`src/hdl/rsch_pkg.sv`:
```
// rsch_pkg: shared types and constants for the ray/segment closest-hit block
// no dependencies; used by the divider and the top level
package rsch_pkg;

  localparam int CFG_IDX_W = 2;

  localparam logic [CFG_IDX_W-1:0] REG_START_X = 2'd0;
  localparam logic [CFG_IDX_W-1:0] REG_START_Y = 2'd1;
  localparam logic [CFG_IDX_W-1:0] REG_END_X   = 2'd2;
  localparam logic [CFG_IDX_W-1:0] REG_END_Y   = 2'd3;

  // status of the shared iterative divider
  typedef struct packed {
    logic busy;
    logic done;
  } rsch_div_stat_t;

endpackage

```
`src/hdl/rsch_if.sv`:
```
// rsch_seg_if / rsch_hit_if: valid/ready channels for segments in and hits out
// no dependencies
interface rsch_seg_if #(parameter int COORD_BITS = 16);
  logic                         valid;
  logic                         ready;
  logic signed [COORD_BITS-1:0] seg_ax;
  logic signed [COORD_BITS-1:0] seg_ay;
  logic signed [COORD_BITS-1:0] seg_bx;
  logic signed [COORD_BITS-1:0] seg_by;
  logic                         last_segment;
  modport source (output valid, seg_ax, seg_ay, seg_bx, seg_by, last_segment, input ready);
  modport sink   (input valid, seg_ax, seg_ay, seg_bx, seg_by, last_segment, output ready);
endinterface

interface rsch_hit_if #(parameter int OUT_BITS = 24);
  logic                       valid;
  logic                       ready;
  logic                       any_hit;
  logic signed [OUT_BITS-1:0] near_x;
  logic signed [OUT_BITS-1:0] near_y;
  modport source (output valid, any_hit, near_x, near_y, input ready);
  modport sink   (input valid, any_hit, near_x, near_y, output ready);
endinterface

```
`src/hdl/rsch_mul.sv`:
```
// rsch_mul: shared signed multiplier with a registered product
// no dependencies
module rsch_mul #(
  parameter int A_W = 25,
  parameter int B_W = 35
) (
  input  logic                     clk,
  input  logic signed [A_W-1:0]    a,
  input  logic signed [B_W-1:0]    b,
  output logic signed [A_W+B_W-1:0] prod
);

  logic signed [A_W+B_W-1:0] prod_r;

  always_ff @(posedge clk) begin
    prod_r <= a * b;
  end

  assign prod = prod_r;

endmodule

```
`src/hdl/rsch_div.sv`:
```
// rsch_div: restoring divider, one quotient bit per cycle, msb first
// depends on rsch_pkg for the status struct
module rsch_div #(
  parameter int NUM_W = 60,
  parameter int DEN_W = 35,
  parameter int Q_W   = 25
) (
  input  logic                              clk,
  input  logic                              rst_n,
  input  logic                              start,
  input  logic [NUM_W-1:0]                  num,
  input  logic [DEN_W-1:0]                  den,
  output logic [Q_W-1:0]                    quo,
  output rsch_pkg::rsch_div_stat_t          stat
);
  import rsch_pkg::*;

  localparam int CNT_W = $clog2(Q_W + 1);

  logic [NUM_W-1:0] rem_r, rem_nxt;
  logic [NUM_W-1:0] dsh_r, dsh_nxt;
  logic [Q_W-1:0]   q_r, q_nxt;
  logic [CNT_W-1:0] cnt_r, cnt_nxt;
  logic             busy_r, busy_nxt;
  logic             done_r, done_nxt;

  always_comb begin
    rem_nxt  = rem_r;
    dsh_nxt  = dsh_r;
    q_nxt    = q_r;
    cnt_nxt  = cnt_r;
    busy_nxt = busy_r;
    done_nxt = 1'b0;
    if (start) begin
      rem_nxt  = num;
      dsh_nxt  = NUM_W'(den) << (Q_W - 1);
      q_nxt    = '0;
      cnt_nxt  = CNT_W'(Q_W);
      busy_nxt = 1'b1;
    end else if (busy_r) begin
      if (rem_r >= dsh_r) begin
        rem_nxt = rem_r - dsh_r;
        q_nxt   = {q_r[Q_W-2:0], 1'b1};
      end else begin
        q_nxt   = {q_r[Q_W-2:0], 1'b0};
      end
      dsh_nxt = dsh_r >> 1;
      cnt_nxt = cnt_r - 1'b1;
      if (cnt_r == CNT_W'(1)) begin
        busy_nxt = 1'b0;
        done_nxt = 1'b1;
      end
    end
  end

  always_ff @(posedge clk) begin
    if (!rst_n) begin
      busy_r <= 1'b0;
      done_r <= 1'b0;
      cnt_r  <= '0;
    end else begin
      busy_r <= busy_nxt;
      done_r <= done_nxt;
      cnt_r  <= cnt_nxt;
    end
    rem_r <= rem_nxt;
    dsh_r <= dsh_nxt;
    q_r   <= q_nxt;
  end

  assign quo       = q_r;
  assign stat.busy = busy_r;
  assign stat.done = done_r;

endmodule

```
`src/hdl/ray_segment_closest_hit.sv`:
```
// ray_segment_closest_hit: nearest crossing of a configured ray with a segment stream
// a missed segment skips the divider; a crossing makes two passes through the bit-serial divider
// throughput: one segment at a time; in_seg.ready is high only while the sequencer idles
// the result of a last segment waits in an output register; the next segment is taken meanwhile
// reset: synchronous active-low rst_n clears ray registers, best hit, sequencer and output valid
module ray_segment_closest_hit #(
  parameter int COORD_BITS = 16,
  parameter int FRAC_BITS  = 8
) (
  input  logic                                clk,
  input  logic                                rst_n,
  input  logic                                cfg_we,
  input  logic [rsch_pkg::CFG_IDX_W-1:0]      cfg_idx,
  input  logic [COORD_BITS-1:0]               cfg_wdata,
  rsch_seg_if.sink                            in_seg,
  rsch_hit_if.source                          out_hit
);
  import rsch_pkg::*;

  localparam int C     = COORD_BITS;
  localparam int F     = FRAC_BITS;
  localparam int OUT_W = C + F;
  localparam int V_W   = C + 1;
  localparam int DEN_W = 2 * C + 3;
  localparam int MA_W  = OUT_W + 1;
  localparam int MB_W  = (2 * C + 3 > OUT_W + 1) ? 2 * C + 3 : OUT_W + 1;
  localparam int P_W   = MA_W + MB_W;
  localparam int Q_W   = C + F + 1;
  localparam int DV_W  = 2 * C + 3;
  localparam int NUM_W = Q_W + DV_W;
  localparam int DIST_W = 2 * OUT_W + 4;
  localparam int SUM_W = OUT_W + 3;

  localparam logic [4:0] ST_IDLE = 5'd0;
  localparam logic [4:0] ST_P0   = 5'd1;
  localparam logic [4:0] ST_P1   = 5'd2;
  localparam logic [4:0] ST_P2   = 5'd3;
  localparam logic [4:0] ST_P3   = 5'd4;
  localparam logic [4:0] ST_P4   = 5'd5;
  localparam logic [4:0] ST_P5   = 5'd6;
  localparam logic [4:0] ST_P6   = 5'd7;
  localparam logic [4:0] ST_TEST = 5'd8;
  localparam logic [4:0] ST_X0   = 5'd9;
  localparam logic [4:0] ST_X1   = 5'd10;
  localparam logic [4:0] ST_XW   = 5'd11;
  localparam logic [4:0] ST_Y0   = 5'd12;
  localparam logic [4:0] ST_Y1   = 5'd13;
  localparam logic [4:0] ST_YW   = 5'd14;
  localparam logic [4:0] ST_D0   = 5'd15;
  localparam logic [4:0] ST_D1   = 5'd16;
  localparam logic [4:0] ST_D2   = 5'd17;
  localparam logic [4:0] ST_FIN  = 5'd18;

  // ray registers
  logic signed [C-1:0] start_x_r, start_y_r, end_x_r, end_y_r;

  always_ff @(posedge clk) begin
    if (!rst_n) begin
      start_x_r <= '0;
      start_y_r <= '0;
      end_x_r   <= '0;
      end_y_r   <= '0;
    end else if (cfg_we) begin
      case (cfg_idx)
        REG_START_X: start_x_r <= cfg_wdata;
        REG_START_Y: start_y_r <= cfg_wdata;
        REG_END_X:   end_x_r   <= cfg_wdata;
        REG_END_Y:   end_y_r   <= cfg_wdata;
        default: ;
      endcase
    end
  end

  function automatic logic signed [OUT_W-1:0] sat_out(input logic signed [SUM_W-1:0] v);
    logic signed [SUM_W-1:0] hi;
    logic signed [SUM_W-1:0] lo;
    hi = SUM_W'({1'b0, {(OUT_W-1){1'b1}}});
    lo = -hi - SUM_W'(1);
    if (v > hi) sat_out = hi[OUT_W-1:0];
    else if (v < lo) sat_out = lo[OUT_W-1:0];
    else sat_out = v[OUT_W-1:0];
  endfunction

  logic [4:0]              state_r, state_nxt;
  logic                    last_r;
  logic signed [V_W-1:0]   rx_r, ry_r, sx_r, sy_r, qx_r, qy_r;
  logic signed [P_W-1:0]   acc_r;
  logic signed [DEN_W-1:0] den_r, tn_r, un_r;
  logic                    nneg_r;
  logic signed [OUT_W-1:0] px_r, py_r;
  logic                    found_r;
  logic signed [OUT_W-1:0] best_x_r, best_y_r;
  logic [DIST_W-1:0]       best_d_r;
  logic                    out_valid_r, out_any_r;
  logic signed [OUT_W-1:0] out_x_r, out_y_r;

  logic signed [MA_W-1:0]  mul_a;
  logic signed [MB_W-1:0]  mul_b;
  logic signed [P_W-1:0]   prod;
  logic signed [P_W-1:0]   diff;
  logic signed [P_W-1:0]   prod_abs;
  logic                    div_start;
  logic [NUM_W-1:0]        div_num;
  logic [DV_W-1:0]         div_den;
  logic [Q_W-1:0]          quo;
  rsch_div_stat_t          div_stat;

  logic signed [OUT_W-1:0] sxs, sys, exs, eys;
  logic signed [SUM_W-1:0] qs;
  logic signed [OUT_W:0]   dx, dy;
  logic signed [DEN_W-1:0] den_n, tn_n, un_n;
  logic                    inside_hit;
  logic [DIST_W-1:0]       d2;
  logic                    in_take, out_free;

  assign sxs = OUT_W'(start_x_r) <<< F;
  assign sys = OUT_W'(start_y_r) <<< F;
  assign exs = OUT_W'(end_x_r) <<< F;
  assign eys = OUT_W'(end_y_r) <<< F;

  assign dx = (OUT_W+1)'(px_r) - (OUT_W+1)'(sxs);
  assign dy = (OUT_W+1)'(py_r) - (OUT_W+1)'(sys);

  assign diff     = acc_r - prod;
  assign prod_abs = prod[P_W-1] ? -prod : prod;

  // flip signs so the determinant is not negative
  assign den_n = den_r[DEN_W-1] ? -den_r : den_r;
  assign tn_n  = den_r[DEN_W-1] ? -tn_r  : tn_r;
  assign un_n  = den_r[DEN_W-1] ? -un_r  : un_r;
  assign inside_hit = (den_r != '0) && !tn_n[DEN_W-1] && (tn_n <= den_n)
                      && !un_n[DEN_W-1] && (un_n <= den_n);

  // rounded magnitude q from the divider, signed back and added to the start point
  assign qs = nneg_r ? -SUM_W'($signed({1'b0, quo})) : SUM_W'($signed({1'b0, quo}));

  assign d2 = DIST_W'(unsigned'(acc_r + prod));

  // operand select for the shared multiplier
  always_comb begin
    mul_a = '0;
    mul_b = '0;
    case (state_r)
      ST_P0: begin mul_a = MA_W'(rx_r); mul_b = MB_W'(sy_r); end
      ST_P1: begin mul_a = MA_W'(ry_r); mul_b = MB_W'(sx_r); end
      ST_P2: begin mul_a = MA_W'(qx_r); mul_b = MB_W'(sy_r); end
      ST_P3: begin mul_a = MA_W'(qy_r); mul_b = MB_W'(sx_r); end
      ST_P4: begin mul_a = MA_W'(qx_r); mul_b = MB_W'(ry_r); end
      ST_P5: begin mul_a = MA_W'(qy_r); mul_b = MB_W'(rx_r); end
      ST_X0: begin mul_a = MA_W'(rx_r); mul_b = MB_W'(tn_r); end
      ST_Y0: begin mul_a = MA_W'(ry_r); mul_b = MB_W'(tn_r); end
      ST_D0: begin mul_a = MA_W'(dx);   mul_b = MB_W'(dx);   end
      ST_D1: begin mul_a = MA_W'(dy);   mul_b = MB_W'(dy);   end
      default: ;
    endcase
  end

  rsch_mul #(.A_W(MA_W), .B_W(MB_W)) u_mul (
    .clk  (clk),
    .a    (mul_a),
    .b    (mul_b),
    .prod (prod)
  );

  assign div_start = (state_r == ST_X1) || (state_r == ST_Y1);
  assign div_num   = (NUM_W'(unsigned'(prod_abs)) << (F + 1)) + NUM_W'(unsigned'(den_r));
  assign div_den   = DV_W'(unsigned'(den_r)) << 1;

  rsch_div #(.NUM_W(NUM_W), .DEN_W(DV_W), .Q_W(Q_W)) u_div (
    .clk   (clk),
    .rst_n (rst_n),
    .start (div_start),
    .num   (div_num),
    .den   (div_den),
    .quo   (quo),
    .stat  (div_stat)
  );

  assign in_take  = in_seg.valid && in_seg.ready;
  assign out_free = !out_valid_r || out_hit.ready;

  always_comb begin
    state_nxt = state_r;
    case (state_r)
      ST_IDLE: if (in_take) state_nxt = ST_P0;
      ST_P0:   state_nxt = ST_P1;
      ST_P1:   state_nxt = ST_P2;
      ST_P2:   state_nxt = ST_P3;
      ST_P3:   state_nxt = ST_P4;
      ST_P4:   state_nxt = ST_P5;
      ST_P5:   state_nxt = ST_P6;
      ST_P6:   state_nxt = ST_TEST;
      ST_TEST: state_nxt = inside_hit ? ST_X0 : ST_FIN;
      ST_X0:   state_nxt = ST_X1;
      ST_X1:   state_nxt = ST_XW;
      ST_XW:   if (div_stat.done) state_nxt = ST_Y0;
      ST_Y0:   state_nxt = ST_Y1;
      ST_Y1:   state_nxt = ST_YW;
      ST_YW:   if (div_stat.done) state_nxt = ST_D0;
      ST_D0:   state_nxt = ST_D1;
      ST_D1:   state_nxt = ST_D2;
      ST_D2:   state_nxt = ST_FIN;
      ST_FIN:  if (!last_r || out_free) state_nxt = ST_IDLE;
      default: state_nxt = ST_IDLE;
    endcase
  end

  always_ff @(posedge clk) begin
    if (!rst_n) begin
      state_r     <= ST_IDLE;
      found_r     <= 1'b0;
      best_x_r    <= '0;
      best_y_r    <= '0;
      best_d_r    <= '0;
      out_valid_r <= 1'b0;
    end else begin
      state_r <= state_nxt;
      if (state_r == ST_D2 && (!found_r || d2 < best_d_r)) begin
        found_r  <= 1'b1;
        best_x_r <= px_r;
        best_y_r <= py_r;
        best_d_r <= d2;
      end
      if (state_r == ST_FIN && last_r && out_free) begin
        out_valid_r <= 1'b1;
        found_r     <= 1'b0;
        best_x_r    <= '0;
        best_y_r    <= '0;
        best_d_r    <= '0;
      end else if (out_valid_r && out_hit.ready) begin
        out_valid_r <= 1'b0;
      end
    end
  end

  // datapath registers
  always_ff @(posedge clk) begin
    if (in_take) begin
      last_r <= in_seg.last_segment;
      rx_r   <= V_W'(end_x_r) - V_W'(start_x_r);
      ry_r   <= V_W'(end_y_r) - V_W'(start_y_r);
      sx_r   <= V_W'(in_seg.seg_bx) - V_W'(in_seg.seg_ax);
      sy_r   <= V_W'(in_seg.seg_by) - V_W'(in_seg.seg_ay);
      qx_r   <= V_W'(in_seg.seg_ax) - V_W'(start_x_r);
      qy_r   <= V_W'(in_seg.seg_ay) - V_W'(start_y_r);
    end
    case (state_r)
      ST_P1, ST_P3, ST_P5, ST_D1: acc_r <= prod;
      ST_P2: den_r <= diff[DEN_W-1:0];
      ST_P4: tn_r  <= diff[DEN_W-1:0];
      ST_P6: un_r  <= diff[DEN_W-1:0];
      ST_TEST: begin
        den_r <= den_n;
        tn_r  <= tn_n;
      end
      ST_X1, ST_Y1: nneg_r <= prod[P_W-1];
      ST_XW: if (div_stat.done) px_r <= sat_out(SUM_W'(sxs) + qs);
      ST_YW: if (div_stat.done) py_r <= sat_out(SUM_W'(sys) + qs);
      default: ;
    endcase
    if (state_r == ST_FIN && last_r && out_free) begin
      out_any_r <= found_r;
      out_x_r   <= found_r ? best_x_r : exs;
      out_y_r   <= found_r ? best_y_r : eys;
    end
  end

  assign in_seg.ready    = (state_r == ST_IDLE);
  assign out_hit.valid   = out_valid_r;
  assign out_hit.any_hit = out_any_r;
  assign out_hit.near_x  = out_x_r;
  assign out_hit.near_y  = out_y_r;

  // the divider runs only while the sequencer waits on it
  assert property (@(posedge clk) disable iff (!rst_n)
    div_stat.done |-> (state_r == ST_XW || state_r == ST_YW))
    else $error("divider finished outside a wait state");

  assert property (@(posedge clk) disable iff (!rst_n)
    in_seg.ready |-> !div_stat.busy)
    else $error("segment accepted while divider busy");

  assert property (@(posedge clk) disable iff (!rst_n)
    !found_r |-> (best_d_r == '0))
    else $error("best distance kept without a hit");

  assert property (@(posedge clk) disable iff (!rst_n)
    (state_r == ST_FIN && last_r && out_free) |=> (out_valid_r && !found_r))
    else $error("result not posted or best hit not cleared");

endmodule

```
`src/flat_wrapper.sv`:
```
// flat-port wrapper written by rule: the top's interface ports become plain ports
module ray_segment_closest_hit_flat import rsch_pkg::*;
#(
  parameter int COORD_BITS = 16,
  parameter int FRAC_BITS  = 8
)
  (clk, rst_n, cfg_we, cfg_idx, cfg_wdata, in_seg_valid, in_seg_seg_ax, in_seg_seg_ay, in_seg_seg_bx, in_seg_seg_by, in_seg_last_segment, in_seg_ready, out_hit_valid, out_hit_any_hit, out_hit_near_x, out_hit_near_y, out_hit_ready);
  rsch_seg_if #(.COORD_BITS(COORD_BITS)) in_seg_i ();
  rsch_hit_if #(.OUT_BITS(24)) out_hit_i ();
  input  logic clk;
  input  logic rst_n;
  input  logic cfg_we;
  input  logic [rsch_pkg::CFG_IDX_W-1:0] cfg_idx;
  input  logic [COORD_BITS-1:0] cfg_wdata;
  input wire logic [$bits(in_seg_i.valid)-1:0] in_seg_valid;
  input wire logic [$bits(in_seg_i.seg_ax)-1:0] in_seg_seg_ax;
  input wire logic [$bits(in_seg_i.seg_ay)-1:0] in_seg_seg_ay;
  input wire logic [$bits(in_seg_i.seg_bx)-1:0] in_seg_seg_bx;
  input wire logic [$bits(in_seg_i.seg_by)-1:0] in_seg_seg_by;
  input wire logic [$bits(in_seg_i.last_segment)-1:0] in_seg_last_segment;
  output wire logic [$bits(in_seg_i.ready)-1:0] in_seg_ready;
  output wire logic [$bits(out_hit_i.valid)-1:0] out_hit_valid;
  output wire logic [$bits(out_hit_i.any_hit)-1:0] out_hit_any_hit;
  output wire logic [$bits(out_hit_i.near_x)-1:0] out_hit_near_x;
  output wire logic [$bits(out_hit_i.near_y)-1:0] out_hit_near_y;
  input wire logic [$bits(out_hit_i.ready)-1:0] out_hit_ready;
  assign in_seg_i.valid = in_seg_valid;
  assign in_seg_i.seg_ax = in_seg_seg_ax;
  assign in_seg_i.seg_ay = in_seg_seg_ay;
  assign in_seg_i.seg_bx = in_seg_seg_bx;
  assign in_seg_i.seg_by = in_seg_seg_by;
  assign in_seg_i.last_segment = in_seg_last_segment;
  assign in_seg_ready = in_seg_i.ready;
  assign out_hit_valid = out_hit_i.valid;
  assign out_hit_any_hit = out_hit_i.any_hit;
  assign out_hit_near_x = out_hit_i.near_x;
  assign out_hit_near_y = out_hit_i.near_y;
  assign out_hit_i.ready = out_hit_ready;
  ray_segment_closest_hit #(.COORD_BITS(COORD_BITS), .FRAC_BITS(FRAC_BITS)) u_core (.clk(clk), .rst_n(rst_n), .cfg_we(cfg_we), .cfg_idx(cfg_idx), .cfg_wdata(cfg_wdata), .in_seg(in_seg_i), .out_hit(out_hit_i));
endmodule
```
`config.mk`:
```
export PLATFORM = sky130hd
export DESIGN_NAME = ray_segment_closest_hit_flat
export DESIGN_NICKNAME = d
export VERILOG_FILES = /design/src/hdl/rsch_pkg.sv /design/src/hdl/rsch_if.sv /design/src/hdl/rsch_mul.sv /design/src/hdl/rsch_div.sv /design/src/hdl/ray_segment_closest_hit.sv /design/src/flat_wrapper.sv
export SDC_FILE = /design/constraint.sdc
export NUM_CORES = 2
export LEC_CHECK = 0
export CAP_MARGIN = 30
export CORE_MARGIN = 2
export CORE_UTILIZATION = 30
export DETAILED_ROUTE_END_ITERATION = 8
export DONT_BUFFER_PORTS = 1
export HOLD_SLACK_MARGIN = 0.02
export PLACE_DENSITY_LB_ADDON = 0.3
export SLEW_MARGIN = 20
export SYNTH_ARGS = -nofsm -noshare
export SYNTH_HDL_FRONTEND = slang
export SYNTH_HIERARCHICAL = 1
export SYNTH_SLANG_ARGS = --single-unit
```
`constraint.sdc`:
```
create_clock -name clk -period 12.1 [get_ports clk]
set_input_delay 0 -clock clk [delete_from_list [all_inputs] [get_ports clk]]
set_output_delay 0 -clock clk [all_outputs]
set_load 0.005 [all_outputs]
```
==> results.ini <==
[status]
outcome=complete, no violations

[global_route]
grt_max_degree=109
globalRouteOverflowTotal=0
antenna_found_initial=23
first_global_vias=66350
grt_usage=0.2004
grt_pass1_wl_mm=420.3

[power_and_ir_drop]
pwr-share-comb=0.604
p_sw_frac=0.4791
p_sw_mw=7.425
power.density_nw_per_um2=171.4
pwr-share-seq=0.214
p_int_mw=8.072
power.leakage_nw=38.73
p_clk_frac=0.182
ir_drop_mv=0.1325

[finish]
drive_gt1_frac=0.05391
multi_input_area_um2=55860
nets=10590
synthToLayoutAreaGrowth_pct=11.48
postLayoutCellArea_um2=90440
seq_area_um2=19210
fillers=27690
final_common_cell=inv_1
final_util=0.3370
layout_common_cells=inv_1, nand2_1, fa_1, ha_1, and2_1

[timing]
worstMarginPinSlew_ns=1.078
tns_ns=0
finalSetupViolations=0
period_needed_ns=10.64
finalCritPeriodShare=0.8795
max_slew_margin=0.2791
hold_viol=0
fmax_mhz=93.97
slew_violations=0
fin_skew_ns=0.07746
rsz0062_at_grt=no

[worst_setup_path]
startpoint_type=flip-flop
slowest_delay_ns=0.54
crit_required_ns=12.73
cp_common_cell=fa_1
cp.arrival_ns=11.28
crit_path_top_delay_cell=fa_1
criticalPathCategory=flip-flop to flip-flop
end_kind=flip-flop
worstPathMaxFanout=11

[routing]
antenna_left=0
vias=65340
drt_iter0_markers=5572
drt_wl_total_mm=277.5
viasPerCell=5.180
route.detailed.drc=0
first_pass_iters=6
wire_per_inst_um=22.00

[clocking]
cts_tree=yes
htreeDepth=3
cts_sinks=733
clk_pin_slew_worst_paths_ns=0.09
ctsLongestPathBuffers=3
clk_latency_ns=0.77
cts_made_buffers=86
root_buffer=clkbuf_16
post_cts_buffers=0

[flow_run]
maxCapViolations=0

[synthesis]
yosys_warnings=6
syn_nets=10550
syn-cell-area_um2=81130
avgSynthCellArea_um2=9.073
synthCells=8942

[floorplan]
die_w_um=524.0
dieHeight_um=524.0
io_pins=139
core_um2=268400
std_cell_rows=190
die_area_um2=274600
initial_core_util=0.3023

[placement]
dp_hpwl_mm=222.8
io_buffers=0
placed_area_um2=85490
gp_congestion=0.9409

[hold_path]
hp-class=input pin to flip-flop

## state kept, by name, summed over array words and instances, names as in the netlist, 17 cells and up
| signal | count |
|---|---|
| u_core/acc_r | 52 |
| u_core/best_d_r | 52 |
| u_core/best_x_r | 24 |
| u_core/best_y_r | 24 |
| u_core/den_r | 35 |
| u_core/out_hit.near_x | 24 |
| u_core/out_hit.near_y | 24 |
| u_core/px_r | 24 |
| u_core/py_r | 24 |
| u_core/qx_r | 17 |
| u_core/qy_r | 17 |
| u_core/rx_r | 17 |
| u_core/ry_r | 17 |
| u_core/sx_r | 17 |
| u_core/sy_r | 17 |
| u_core/tn_r | 35 |
| u_core/u_div/dsh_r | 59 |
| u_core/u_div/quo | 25 |
| u_core/u_div/rem_r | 60 |
| u_core/u_mul/prod | 53 |
| u_core/un_r | 35 |
## per-stage QoR
step	hold slack [ns]	worst slack [ns]	total power, mW	cells
floorplan	0.09887	2.916	9.343	8942
global placement	0.09956	1.380	12.40	12250
detailed placement	0.09952	1.542	12.48	12260
CTS	0.02088	1.560	15.46	12590
global route	0.04771	1.003	16.62	12610
finish	0.07392	1.459	15.50	12620
## path summary, 6_finish.rpt
kind	startpoint	depth (start not counted)	slack, ns	endpoint
worst max register to register	u_core/start_y_r[1]$_SDFFE_PN0P_	35	1.46	u_core/u_mul/prod[59]$_DFF_P_
worst min register to register	u_core/best_x_r[3]$_SDFFE_PP0P_	2	0.45	u_core/best_x_r[3]$_SDFFE_PP0P_
worst min-delay path	cfg_we	3	0.07	u_core/start_x_r[6]$_SDFFE_PN0P_
worst max-delay path	u_core/start_y_r[1]$_SDFFE_PN0P_	35	1.46	u_core/u_mul/prod[59]$_DFF_P_
## area by class of cell
class	count	area share
multi-input cells	6578	0.6177
flip-flops and latches	733	0.2125
inverters	1230	0.05105
well taps	3552	0.04914
repair buffers	349	0.03612
clock buffers	128	0.02790
clock inverters	34	0.005313
diodes	11	0.0003044
## timing repair
action / 4_1_cts / 5_1_grt
endpoints found under the setup margin: 0 / 0
gates resized for setup: 0 / 0
endpoints found under the hold margin: 209 / 14
hold buffers: 173 / 2
## power groups by stage
| stage | registers [mW] | logic, mW | clock network (mW) |
|---|---|---|---|
| floorplan | 3.19 | 6.15 | 0 |
| global placement | 3.36 | 9.04 | 0 |
| detailed placement | 3.36 | 9.12 | 0 |
| CTS | 3.31 | 9.27 | 2.88 |
| global route | 3.33 | 10.3 | 2.98 |
| finish | 3.32 | 9.35 | 2.82 |
## critical path: cells and delay by family (launching register included)
family	cells	cell delay (ns)
compound gates	14	3.95
simple gates	5	1.04
xor+xnor	1	0.22
buf+inv	6	0.70
flops	1	0.45
fa+ha+maj	9	4.13
## routing by layer
metal | global-route usage | share of wire | up-vias
li1 | - | - | 29780
met1 | 0.2824 | 0.45 | 33140
met2 | 0.3194 | 0.45 | 2024
met3 | 0.02512 | 0.062 | 381
met4 | 0.06024 | 0.033 | 8
met5 | 0 | 0.00018 | -
Power figures use the tool's default switching activity.
